<file path="config.mk">
export PLATFORM = sky130hd
export DESIGN_NAME = eth_ipv4_l4_header_filter_core
export DESIGN_NICKNAME = d
export VERILOG_FILES = /design/src/rtl/core/eihf_pkg.sv /design/src/rtl/core/eth_ipv4_l4_header_filter_core.sv
export SDC_FILE = /design/constraint.sdc
export NUM_CORES = 1
export LEC_CHECK = 0
export BUFFER_PORTS_ARGS = -buffer_cell sky130_fd_sc_hd__buf_2
export CORE_MARGIN = 2
export CORE_UTILIZATION = 56
export CTS_CLUSTER_DIAMETER = 80
export CTS_CLUSTER_SIZE = 12
export DETAILED_ROUTE_END_ITERATION = 6
export PLACE_DENSITY = 0.77
export SYNTH_ARGS = -nofsm -noshare
export SYNTH_HDL_FRONTEND = slang
export SYNTH_SLANG_ARGS = --single-unit
export TNS_END_PERCENT = 20
</file>
<file path="constraint.sdc">
create_clock -name aclk -period 27.6 [get_ports aclk]
set_clock_uncertainty 0.1 [all_clocks]
set_input_delay 8.28 -clock aclk [delete_from_list [all_inputs] [get_ports aclk]]
set_output_delay 8.28 -clock aclk [all_outputs]
set_load 0.05 [all_outputs]
</file>
<file path="src/rtl/core/eihf_pkg.sv">
// Shared constants for the Ethernet/IPv4/L4 header filter: verdict codes,
// byte offsets, protocol numbers and configuration register indexes.
// No dependencies.
`default_nettype none

package eihf_pkg;

    // Verdict codes carried on the result channel.
    localparam logic [3:0] VERDICT_NOT_IPV4   = 4'd0;
    localparam logic [3:0] VERDICT_SRC_MISS   = 4'd1;
    localparam logic [3:0] VERDICT_DST_MISS   = 4'd2;
    localparam logic [3:0] VERDICT_NOT_L4     = 4'd3;
    localparam logic [3:0] VERDICT_FRAGMENT   = 4'd4;
    localparam logic [3:0] VERDICT_SPORT_MISS = 4'd5;
    localparam logic [3:0] VERDICT_DPORT_MISS = 4'd6;
    localparam logic [3:0] VERDICT_TCP_OK     = 4'd7;
    localparam logic [3:0] VERDICT_UDP_OK     = 4'd8;
    localparam logic [3:0] VERDICT_TRUNCATED  = 4'd9;

    localparam logic [7:0]  PROTO_TCP      = 8'd6;
    localparam logic [7:0]  PROTO_UDP      = 8'd17;
    localparam logic [15:0] ETHERTYPE_IPV4 = 16'h0800;

    // Configuration register indexes.
    localparam int unsigned CFG_INDEX_W = 8;
    localparam logic [CFG_INDEX_W-1:0] CFG_IP_SOURCE_MATCH   = 8'd0;
    localparam logic [CFG_INDEX_W-1:0] CFG_IP_DEST_MATCH     = 8'd1;
    localparam logic [CFG_INDEX_W-1:0] CFG_SOURCE_PORT_MATCH = 8'd2;
    localparam logic [CFG_INDEX_W-1:0] CFG_DEST_PORT_MATCH   = 8'd3;

    // Byte offsets within the frame, counted from the destination MAC.
    localparam logic [5:0] POS_MAC_SRC_FIRST = 6'd6;
    localparam logic [5:0] POS_ETYPE_FIRST   = 6'd12;
    localparam logic [5:0] POS_ETYPE_LAST    = 6'd13;
    localparam logic [5:0] POS_VERSION_IHL   = 6'd14;
    localparam logic [5:0] POS_TOTLEN_HI     = 6'd16;
    localparam logic [5:0] POS_TOTLEN_LO     = 6'd17;
    localparam logic [5:0] POS_FRAG_HI       = 6'd20;
    localparam logic [5:0] POS_FRAG_LO       = 6'd21;
    localparam logic [5:0] POS_TTL           = 6'd22;
    localparam logic [5:0] POS_PROTO         = 6'd23;
    localparam logic [5:0] POS_IP_SRC_FIRST  = 6'd26;
    localparam logic [5:0] POS_IP_SRC_LAST   = 6'd29;
    localparam logic [5:0] POS_IP_DST_FIRST  = 6'd30;
    localparam logic [5:0] POS_IP_DST_LAST   = 6'd33;
    localparam logic [5:0] POS_SPORT_LAST    = 6'd35;
    localparam logic [5:0] POS_DPORT_LAST    = 6'd37;
    localparam logic [5:0] POS_UDP_LEN_HI    = 6'd38;
    localparam logic [5:0] POS_UDP_LEN_LO    = 6'd39;
    localparam logic [5:0] POS_TCP_FLAGS     = 6'd47;
    localparam logic [5:0] POS_MAX           = 6'd63;

endpackage

`default_nettype wire

</file>
<file path="src/rtl/core/eth_ipv4_l4_header_filter_core.sv">
// Top level of the Ethernet/IPv4/L4 header filter: byte capture, filter
// checks and the result register. Depends on eihf_pkg.
// The result of a request marked frame_end is registered and shows on m_* in the next cycle.
// Throughput: one byte per cycle; a byte is held off only when it ends a frame
// while the previous result still sits unaccepted in the result register.
// Reset (aresetn low, synchronous) clears the filters, the frame state and
// the result valid flag.
`default_nettype none

module eth_ipv4_l4_header_filter_core (
    input  wire logic        aclk,
    input  wire logic        aresetn,

    input  wire logic        cfg_valid,
    output logic             cfg_ready,
    input  wire logic [7:0]  cfg_index,
    input  wire logic [31:0] cfg_data,

    input  wire logic        s_valid,
    output logic             s_ready,
    input  wire logic [7:0]  s_data_byte,
    input  wire logic        s_frame_end,

    output logic             m_valid,
    input  wire logic        m_ready,
    output logic [3:0]       m_verdict,
    output logic [47:0]      m_mac_destination,
    output logic [47:0]      m_mac_source,
    output logic [15:0]      m_ether_type,
    output logic [7:0]       m_version_ihl,
    output logic [15:0]      m_total_length,
    output logic [12:0]      m_fragment_offset,
    output logic [15:0]      m_ttl_and_protocol,
    output logic [31:0]      m_ip_source,
    output logic [31:0]      m_ip_dest,
    output logic [31:0]      m_port_pair,
    output logic [15:0]      m_transport_info
);

    // Filter registers. Configuration writes are always taken.
    logic [31:0] ip_source_match_reg;
    logic [31:0] ip_dest_match_reg;
    logic [15:0] source_port_match_reg;
    logic [15:0] dest_port_match_reg;

    assign cfg_ready = 1'b1;

    always_ff @(posedge aclk) begin
        if (!aresetn) begin
            ip_source_match_reg   <= '0;
            ip_dest_match_reg     <= '0;
            source_port_match_reg <= '0;
            dest_port_match_reg   <= '0;
        end else if (cfg_valid && cfg_ready) begin
            case (cfg_index)
                eihf_pkg::CFG_IP_SOURCE_MATCH:   ip_source_match_reg   <= cfg_data;
                eihf_pkg::CFG_IP_DEST_MATCH:     ip_dest_match_reg     <= cfg_data;
                eihf_pkg::CFG_SOURCE_PORT_MATCH: source_port_match_reg <= cfg_data[15:0];
                eihf_pkg::CFG_DEST_PORT_MATCH:   dest_port_match_reg   <= cfg_data[15:0];
                default: ;
            endcase
        end
    end

    // An IP filter is only armed when none of its four octets is zero.
    logic ip_src_active;
    logic ip_dst_active;
    assign ip_src_active = (|ip_source_match_reg[31:24]) && (|ip_source_match_reg[23:16]) &&
                           (|ip_source_match_reg[15:8])  && (|ip_source_match_reg[7:0]);
    assign ip_dst_active = (|ip_dest_match_reg[31:24]) && (|ip_dest_match_reg[23:16]) &&
                           (|ip_dest_match_reg[15:8])  && (|ip_dest_match_reg[7:0]);

    // Per-frame state.
    logic [5:0]  pos_reg,       pos_next;
    logic        decided_reg,   decided_next;
    logic [3:0]  verdict_reg,   verdict_next;
    logic [47:0] mac_dst_reg,   mac_dst_next;
    logic [47:0] mac_src_reg,   mac_src_next;
    logic [15:0] etype_reg,     etype_next;
    logic [7:0]  vihl_reg,      vihl_next;
    logic [15:0] totlen_reg,    totlen_next;
    logic [12:0] frag_reg,      frag_next;
    logic [15:0] ttlproto_reg,  ttlproto_next;
    logic [31:0] ip_src_reg,    ip_src_next;
    logic [31:0] ip_dst_reg,    ip_dst_next;
    logic [31:0] ports_reg,     ports_next;
    logic [15:0] transport_reg, transport_next;

    logic [7:0] proto_old;
    logic [7:0] proto_new;
    logic       proto_is_l4;

    assign proto_old   = ttlproto_reg[7:0];
    assign proto_new   = ttlproto_next[7:0];
    assign proto_is_l4 = (proto_new == eihf_pkg::PROTO_TCP) ||
                         (proto_new == eihf_pkg::PROTO_UDP);

    // Capture of the current byte, then the check tied to its offset. The
    // checks look at the fields as they stand after this byte is captured.
    always_comb begin
        mac_dst_next   = mac_dst_reg;
        mac_src_next   = mac_src_reg;
        etype_next     = etype_reg;
        vihl_next      = vihl_reg;
        totlen_next    = totlen_reg;
        frag_next      = frag_reg;
        ttlproto_next  = ttlproto_reg;
        ip_src_next    = ip_src_reg;
        ip_dst_next    = ip_dst_reg;
        ports_next     = ports_reg;
        transport_next = transport_reg;
        decided_next   = decided_reg;
        verdict_next   = verdict_reg;

        if (!decided_reg) begin
            if (pos_reg < eihf_pkg::POS_MAC_SRC_FIRST) begin
                mac_dst_next = {mac_dst_reg[39:0], s_data_byte};
            end else if (pos_reg < eihf_pkg::POS_ETYPE_FIRST) begin
                mac_src_next = {mac_src_reg[39:0], s_data_byte};
            end else if (pos_reg <= eihf_pkg::POS_ETYPE_LAST) begin
                etype_next = {etype_reg[7:0], s_data_byte};
            end else if (pos_reg == eihf_pkg::POS_VERSION_IHL) begin
                vihl_next = s_data_byte;
            end else if (pos_reg == eihf_pkg::POS_TOTLEN_HI ||
                         pos_reg == eihf_pkg::POS_TOTLEN_LO) begin
                totlen_next = {totlen_reg[7:0], s_data_byte};
            end else if (pos_reg == eihf_pkg::POS_FRAG_HI ||
                         pos_reg == eihf_pkg::POS_FRAG_LO) begin
                frag_next = {frag_reg[4:0], s_data_byte};
            end else if (pos_reg == eihf_pkg::POS_TTL || pos_reg == eihf_pkg::POS_PROTO) begin
                ttlproto_next = {ttlproto_reg[7:0], s_data_byte};
            end else if (pos_reg >= eihf_pkg::POS_IP_SRC_FIRST &&
                         pos_reg <= eihf_pkg::POS_IP_SRC_LAST) begin
                ip_src_next = {ip_src_reg[23:0], s_data_byte};
            end else if (pos_reg >= eihf_pkg::POS_IP_DST_FIRST &&
                         pos_reg <= eihf_pkg::POS_IP_DST_LAST) begin
                ip_dst_next = {ip_dst_reg[23:0], s_data_byte};
            end else if (pos_reg > eihf_pkg::POS_IP_DST_LAST &&
                         pos_reg <= eihf_pkg::POS_DPORT_LAST) begin
                ports_next = {ports_reg[23:0], s_data_byte};
            end else if ((pos_reg == eihf_pkg::POS_UDP_LEN_HI ||
                          pos_reg == eihf_pkg::POS_UDP_LEN_LO) &&
                         proto_old == eihf_pkg::PROTO_UDP) begin
                transport_next = {transport_reg[7:0], s_data_byte};
            end else if (pos_reg == eihf_pkg::POS_TCP_FLAGS &&
                         proto_old == eihf_pkg::PROTO_TCP) begin
                // ACK lands in bit 1, SYN in bit 0.
                transport_next = {14'd0, s_data_byte[4], s_data_byte[1]};
            end

            case (pos_reg)
                eihf_pkg::POS_ETYPE_LAST: begin
                    if (etype_next != eihf_pkg::ETHERTYPE_IPV4) begin
                        decided_next = 1'b1;
                        verdict_next = eihf_pkg::VERDICT_NOT_IPV4;
                    end
                end
                eihf_pkg::POS_IP_SRC_LAST: begin
                    if (ip_src_active && ip_src_next != ip_source_match_reg) begin
                        decided_next = 1'b1;
                        verdict_next = eihf_pkg::VERDICT_SRC_MISS;
                    end
                end
                eihf_pkg::POS_IP_DST_LAST: begin
                    // Protocol check outranks the fragment check.
                    if (ip_dst_active && ip_dst_next != ip_dest_match_reg) begin
                        decided_next = 1'b1;
                        verdict_next = eihf_pkg::VERDICT_DST_MISS;
                    end else if (!proto_is_l4) begin
                        decided_next = 1'b1;
                        verdict_next = eihf_pkg::VERDICT_NOT_L4;
                    end else if (frag_next != 13'd0) begin
                        decided_next = 1'b1;
                        verdict_next = eihf_pkg::VERDICT_FRAGMENT;
                    end
                end
                eihf_pkg::POS_SPORT_LAST: begin
                    if (source_port_match_reg != 16'd0 &&
                        ports_next[15:0] != source_port_match_reg) begin
                        decided_next = 1'b1;
                        verdict_next = eihf_pkg::VERDICT_SPORT_MISS;
                    end
                end
                eihf_pkg::POS_DPORT_LAST: begin
                    if (dest_port_match_reg != 16'd0 &&
                        ports_next[15:0] != dest_port_match_reg) begin
                        decided_next = 1'b1;
                        verdict_next = eihf_pkg::VERDICT_DPORT_MISS;
                    end
                end
                eihf_pkg::POS_UDP_LEN_LO: begin
                    if (proto_new == eihf_pkg::PROTO_UDP) begin
                        decided_next = 1'b1;
                        verdict_next = eihf_pkg::VERDICT_UDP_OK;
                    end
                end
                eihf_pkg::POS_TCP_FLAGS: begin
                    if (proto_new == eihf_pkg::PROTO_TCP) begin
                        decided_next = 1'b1;
                        verdict_next = eihf_pkg::VERDICT_TCP_OK;
                    end
                end
                default: ;
            endcase
        end

        pos_next = (pos_reg == eihf_pkg::POS_MAX) ? pos_reg : pos_reg + 6'd1;
    end

    // A byte that ends a frame needs a free result register; any other byte
    // is always taken, even while a result waits downstream.
    logic m_valid_reg;
    logic s_accept;
    logic frame_done;

    assign s_ready    = !m_valid_reg || m_ready || !s_frame_end;
    assign s_accept   = s_valid && s_ready;
    assign frame_done = s_accept && s_frame_end;

    // Frame state: advances on every accepted byte and is cleared after the
    // byte that ends the frame.
    always_ff @(posedge aclk) begin
        if (!aresetn || frame_done) begin
            pos_reg       <= '0;
            decided_reg   <= 1'b0;
            verdict_reg   <= eihf_pkg::VERDICT_TRUNCATED;
            mac_dst_reg   <= '0;
            mac_src_reg   <= '0;
            etype_reg     <= '0;
            vihl_reg      <= '0;
            totlen_reg    <= '0;
            frag_reg      <= '0;
            ttlproto_reg  <= '0;
            ip_src_reg    <= '0;
            ip_dst_reg    <= '0;
            ports_reg     <= '0;
            transport_reg <= '0;
        end else if (s_accept) begin
            pos_reg       <= pos_next;
            decided_reg   <= decided_next;
            verdict_reg   <= verdict_next;
            mac_dst_reg   <= mac_dst_next;
            mac_src_reg   <= mac_src_next;
            etype_reg     <= etype_next;
            vihl_reg      <= vihl_next;
            totlen_reg    <= totlen_next;
            frag_reg      <= frag_next;
            ttlproto_reg  <= ttlproto_next;
            ip_src_reg    <= ip_src_next;
            ip_dst_reg    <= ip_dst_next;
            ports_reg     <= ports_next;
            transport_reg <= transport_next;
        end
    end

    // Result register: valid flag under reset, payload loaded at frame end.
    always_ff @(posedge aclk) begin
        if (!aresetn) begin
            m_valid_reg <= 1'b0;
        end else if (frame_done) begin
            m_valid_reg <= 1'b1;
        end else if (m_ready) begin
            m_valid_reg <= 1'b0;
        end
    end

    always_ff @(posedge aclk) begin
        if (frame_done) begin
            m_verdict          <= verdict_next;
            m_mac_destination  <= mac_dst_next;
            m_mac_source       <= mac_src_next;
            m_ether_type       <= etype_next;
            m_version_ihl      <= vihl_next;
            m_total_length     <= totlen_next;
            m_fragment_offset  <= frag_next;
            m_ttl_and_protocol <= ttlproto_next;
            m_ip_source        <= ip_src_next;
            m_ip_dest          <= ip_dst_next;
            m_port_pair        <= ports_next;
            m_transport_info   <= transport_next;
        end
    end

    assign m_valid = m_valid_reg;

endmodule

`default_nettype wire

</file>
# ---- Word level (Yosys, flattened, before mapping)
# Cells that the tools add are included.
dict set report word_totals {
  regBits 666
  out_inout_bits 284
}
dict set report op_classes {
  add_sub_neg 1
  order_cmp 9
  n_eq_ne 28
  n_mux 107
  n_bitwise 1
  n_reduce_logical 46
}
# operator n
set op_table {}
lappend op_table {{32-bit 2-to-1 mux} 33}
lappend op_table {{16-bit 2-to-1 mux} 32}
lappend op_table {{48-bit 2-to-1 mux} 5}
lappend op_table {{13-bit 2-to-1 mux} 8}
lappend op_table {{32-bit inequality test} 2}
lappend op_table {{8-bit OR reduction} 8}
lappend op_table {{6-bit by 5-bit == test with 1-bit output (second input constant)} 7}
lappend op_table {{6-bit == test (second input constant)} 7}
lappend op_table {{4-bit 2-to-1 mux} 10}
lappend op_table {{8-bit 2-to-1 mux} 5}
lappend op_table {{16-bit inequality test} 2}
lappend op_table {{16-bit nonzero test} 2}
lappend op_table {{4-bit one-hot mux with 7 select lines} 1}
lappend op_table {{1-bit logical AND} 17}
lappend op_table {{8-bit by 2-bit == test with 1-bit output (second input constant)} 2}
lappend op_table {{8-bit by 3-bit == test with 1-bit output (second input constant)} 2}
lappend op_table {{8-bit by 5-bit == test with 1-bit output (second input constant)} 2}
lappend op_table {{16-bit by 12-bit inequality test with 1-bit output (second input constant)} 1}
lappend op_table {{13-bit nonzero test} 1}
lappend op_table {{6-bit by 4-bit == test with 1-bit output (second input constant)} 2}
lappend op_table {{6-bit by 5-bit >= comparator with 1-bit output (second input constant)} 2}
lappend op_table {{6-bit <= comparator (second input constant)} 2}
lappend op_table {{1-bit 2-to-1 mux} 12}
lappend op_table {{2-bit AND reduction} 5}
lappend op_table {{13 further kinds} 22}

# ---- Longest topological paths before layout
dict set report depth {
  depth_word 18
  depth_mapped 14
  depth_no_buf 12
}

# ---- Worst setup path before layout
# OpenSTA, ideal clock, no wires.
dict set report synth_path {
  path_kind {input -> output}
  from {in m_ready}
  to {out s_ready}
  arrival_ns 8.731
  t_required_ns 19.220
  setup_slack_ns 10.489
  path_stages 2
  path_buffers 0
  path_cell_list {nor2b_1 nand2_1}
}
dict set report synth_between {
  elab_chain_cells 2
}
# item line
set synth_rtl {}
lappend synth_rtl {{start, declared} eth_ipv4_l4_header_filter_core.sv:25} ;# input wire logic m_ready,
lappend synth_rtl {{1-bit logical OR (2 in a row)} eth_ipv4_l4_header_filter_core.sv:216} ;# assign s_ready = !m_valid_reg || m_ready || !s_frame_end;
lappend synth_rtl {{end, declared} eth_ipv4_l4_header_filter_core.sv:20} ;# output logic s_ready,
# Every way passes these cells.

# ---- Final worst setup path
# Same ends and word-level chain as after synthesis.

==> impl_metrics.ini <==
[run_status]
status = finished, violations left
failed_checks = DRC

[logic_synthesis]
mappedNetlistArea_um2 = 28500
avgSynthCellArea_um2 = 10.3
synth_edf_count = 281
synth_cell_type_count = 78
sequential_cell_area_fraction_in_the_yosys_report_pct = 56.7
yosys_warnings = 0
synth.net_count = 2815
synthesis.instances = 2757
async_flop_share_pct = 0
flip_flop_and_latch_count_after_synthesis = 666
synth_flop_cell = dfxtp_1

[route]
detail_route.wirelength_um = 78300
firstDrtPassIters = 7
detail_route.wl_per_cell_um = 21.1
drt_drc_violations_left = 1
routed-via-count = 21600
ant_nets = 0
drt_iter0_markers = 1955
detail_route.vias_per_cell = 5.80

[timing]
slew_headroom_pct = 18.8
finalSetupViolations = 0
report.final.hold_viol_count = 0
tightestPinTransition_ns = 1.22
grt_setup_unrepaired = false
whs_ns = 0.355
finalSetupTns_ns = 0
timing.final.max_slew_violations = 0
timing.fmax_ghz = 0.0578
finalCriticalPeriod_ns = 17.30
layout_worst_path_cycle_share_pct = 62.7

[floorplanning]
start_util_pct = 56.8
die_area_um2 = 52700
core_area_um2 = 50200
floorplan.die.height_um = 230
fp.dieW_um = 230
rows = 82
num_io_pins = 338

[clock_network]
clock_tree.htree_level_count = 2
cts_setup_buffers = 0
clk-insertion-delay-late_ns = 0.62
clock_sinks = 666
cts_root_buffer = clkbuf_16
cts_hold_buf = 0
path_clk_slew_ns = 0.06
clockBufferDepth = 3
tritoncts = built
post_cts_resized = 0
total_cts_buffers = 61

[setup_path]
biggest_fanout_along_the_worst_timing_path = 4
path_common_cell = buf_2
critical_path_source_type = input port
critPathArrivalTime_ns = 8.92
critical_path.slowest_cell = buf_2
largest_stage_delay_on_the_critical_path_ns = 0.25
cell_type_group_with_the_largest_total_delay_on_the_critical_path = buffers and inverters
required_arrival_time_at_the_worst_endpoint_ns = 19.22
worst-setup-path-type = input port to primary output
worst-path-buf-inv = 2
kind_of_capture_point_of_the_worst_setup_path = primary output
cp_cell_sequence = buf_2 -> nor2b_1 -> nand2_1 -> buf_2

[power]
power_density_nw_per_um2 = 62.8
power.static_leakage_nw = 12.2
report.power.total_mw = 2.03
worst_ir_drop_vdd_v = 0.0000506

[final_layout]
stdcell_area_um2 = 32300
most_frequent_standard_cell_in_the_layout_excluding_fill_and_tap_cells = nand2_1
synthToLayoutAreaGrowth_pct = 13.4
antenna_cells_inserted = 0
drive_gt1_share_pct = 22.8
finish.net_count = 3055
most-common-layout-cells = nand2_1 (496), dfxtp_1 (385), buf_2 (336), edfxtp_1 (281), nor2_1 (265)

[global_routing]
number_of_antenna_violations_at_the_first_check_in_global_routing = 4
global_route_usage_over_all_layers_pct = 28.9
grt_max_degree = 174
first_global_vias = 21300
first_pass_grt_wire_length_um = 120000
grt_overflow = 0

[place]
finalWeightedCongestion = 0.952
placed_instance_area_um2 = 30500
dpl.hpwl_um = 51400
port-buffer-count = 336

[min_path]
worst_hold_path_type = flip-flop to flip-flop

[job]
maxCapViolCount = 0
[report_power, final]
part	switching, mW	internal [mW]	total, mW
clock	0.353	0.427	0.780
sequential	0.0149	1.05	1.07
combinational	0.140	0.0386	0.178
[worst register-to-register path: cells and delay by family, from the launching register on]
family / cells / cell delay (ns)
AO/OA/AOI/OAI: 6 / 2.54
AND/OR/NAND/NOR: 4 / 0.81
flip-flops: 1 / 0.49
adder cells (fa/ha/maj): 1 / 0.34
buffers and inverters: 1 / 0.11
[per-stage QoR]
stage / utilization [%] / setup WS, ns / std cells
final: 64.4 / 10.30 / 3717
after CTS: 64.4 / 10.29 / 3717
after global placement: 60.8 / 10.31 / 3606
after floorplan: - / 10.49 / 2757
after global routing: 64.4 / 10.25 / 3717
after detailed placement: 60.8 / 10.30 / 3606
[layer usage]
layer	vias to the layer above	global-route usage, %	wire [um]
met1	10400	38.3	32400
met2	854	47.1	37400
li1	10100	-	-
met3	169	5.45	5490
met5	-	0	30
met4	6	11.2	2940
[cell families (layout without fill, tap and decap cells)]
logic type | count (synthesis) | in the layout | share of synthesized area [%]
compound gates | 380 | 380 | 8.54
xor+xnor | 108 | 108 | 3.32
fa+ha+maj | 4 | 4 | 0.176
buf+inv | 222 | 510 | 3.04
flops | 666 | 666 | 56.7
mux | 306 | 306 | 11.8
other cells | 1 | 1 | 0.0132
simple gates | 1070 | 1070 | 16.4
[worst paths after layout]
kind	endpoint	depth (start not counted)	slack, ns	start
hold reg to reg	ports_reg[31]	2	0.36	ports_reg[31]
setup / recovery	s_ready	4	10.30	m_ready
hold / removal	ports_reg[31]	2	0.36	ports_reg[31]
setup reg to reg	m_verdict[3]	12	22.95	pos_reg[1]
[synth_stat cells (4+ instances only)]
cell type / number / area, um^2
buf_1: 20 / 75.1
a31oi_1: 5 / 31.3
nand3b_1: 4 / 30.0
nor2b_1: 48 / 300
nand2b_1: 17 / 106
o22ai_1: 13 / 81.3
buf_2: 5 / 25.0
xor2_1: 53 / 464
a211oi_1: 17 / 128
or2_2: 5 / 31.3
o2111ai_1: 7 / 61.3
mux2_2: 243 / 2740
nand2_1: 497 / 1870
nor3_1: 112 / 561
a2111oi_0: 4 / 35.0
a21boi_0: 64 / 480
and3_1: 5 / 31.3
a22o_1: 15 / 131
xnor2_1: 55 / 482
dfxtp_1: 385 / 7710
mux2i_1: 62 / 621
nor2_1: 268 / 1010
inv_1: 43 / 161
ha_1: 4 / 50.1
clkbuf_1: 149 / 559
edfxtp_1: 281 / 8440
a21oi_1: 177 / 886
o211ai_1: 4 / 30.0
a22oi_1: 4 / 30.0
nand4_1: 24 / 150
nand3_1: 13 / 65.1
o21ai_0: 30 / 150
nor4_1: 53 / 332
o221ai_1: 6 / 52.6
[final cells by class]
cell class	count	area (um^2)
Multi-Input combinational cell	1869	11500
Timing Repair Buffer	356	1840
Sequential cell	666	16100
Tap cell	672	841
Inverter	43	161
Fill cell	3930	17900
Clock buffer	110	1760
Clock inverter	1	16.3
Note: power is estimated with default switching activity, not from simulation.
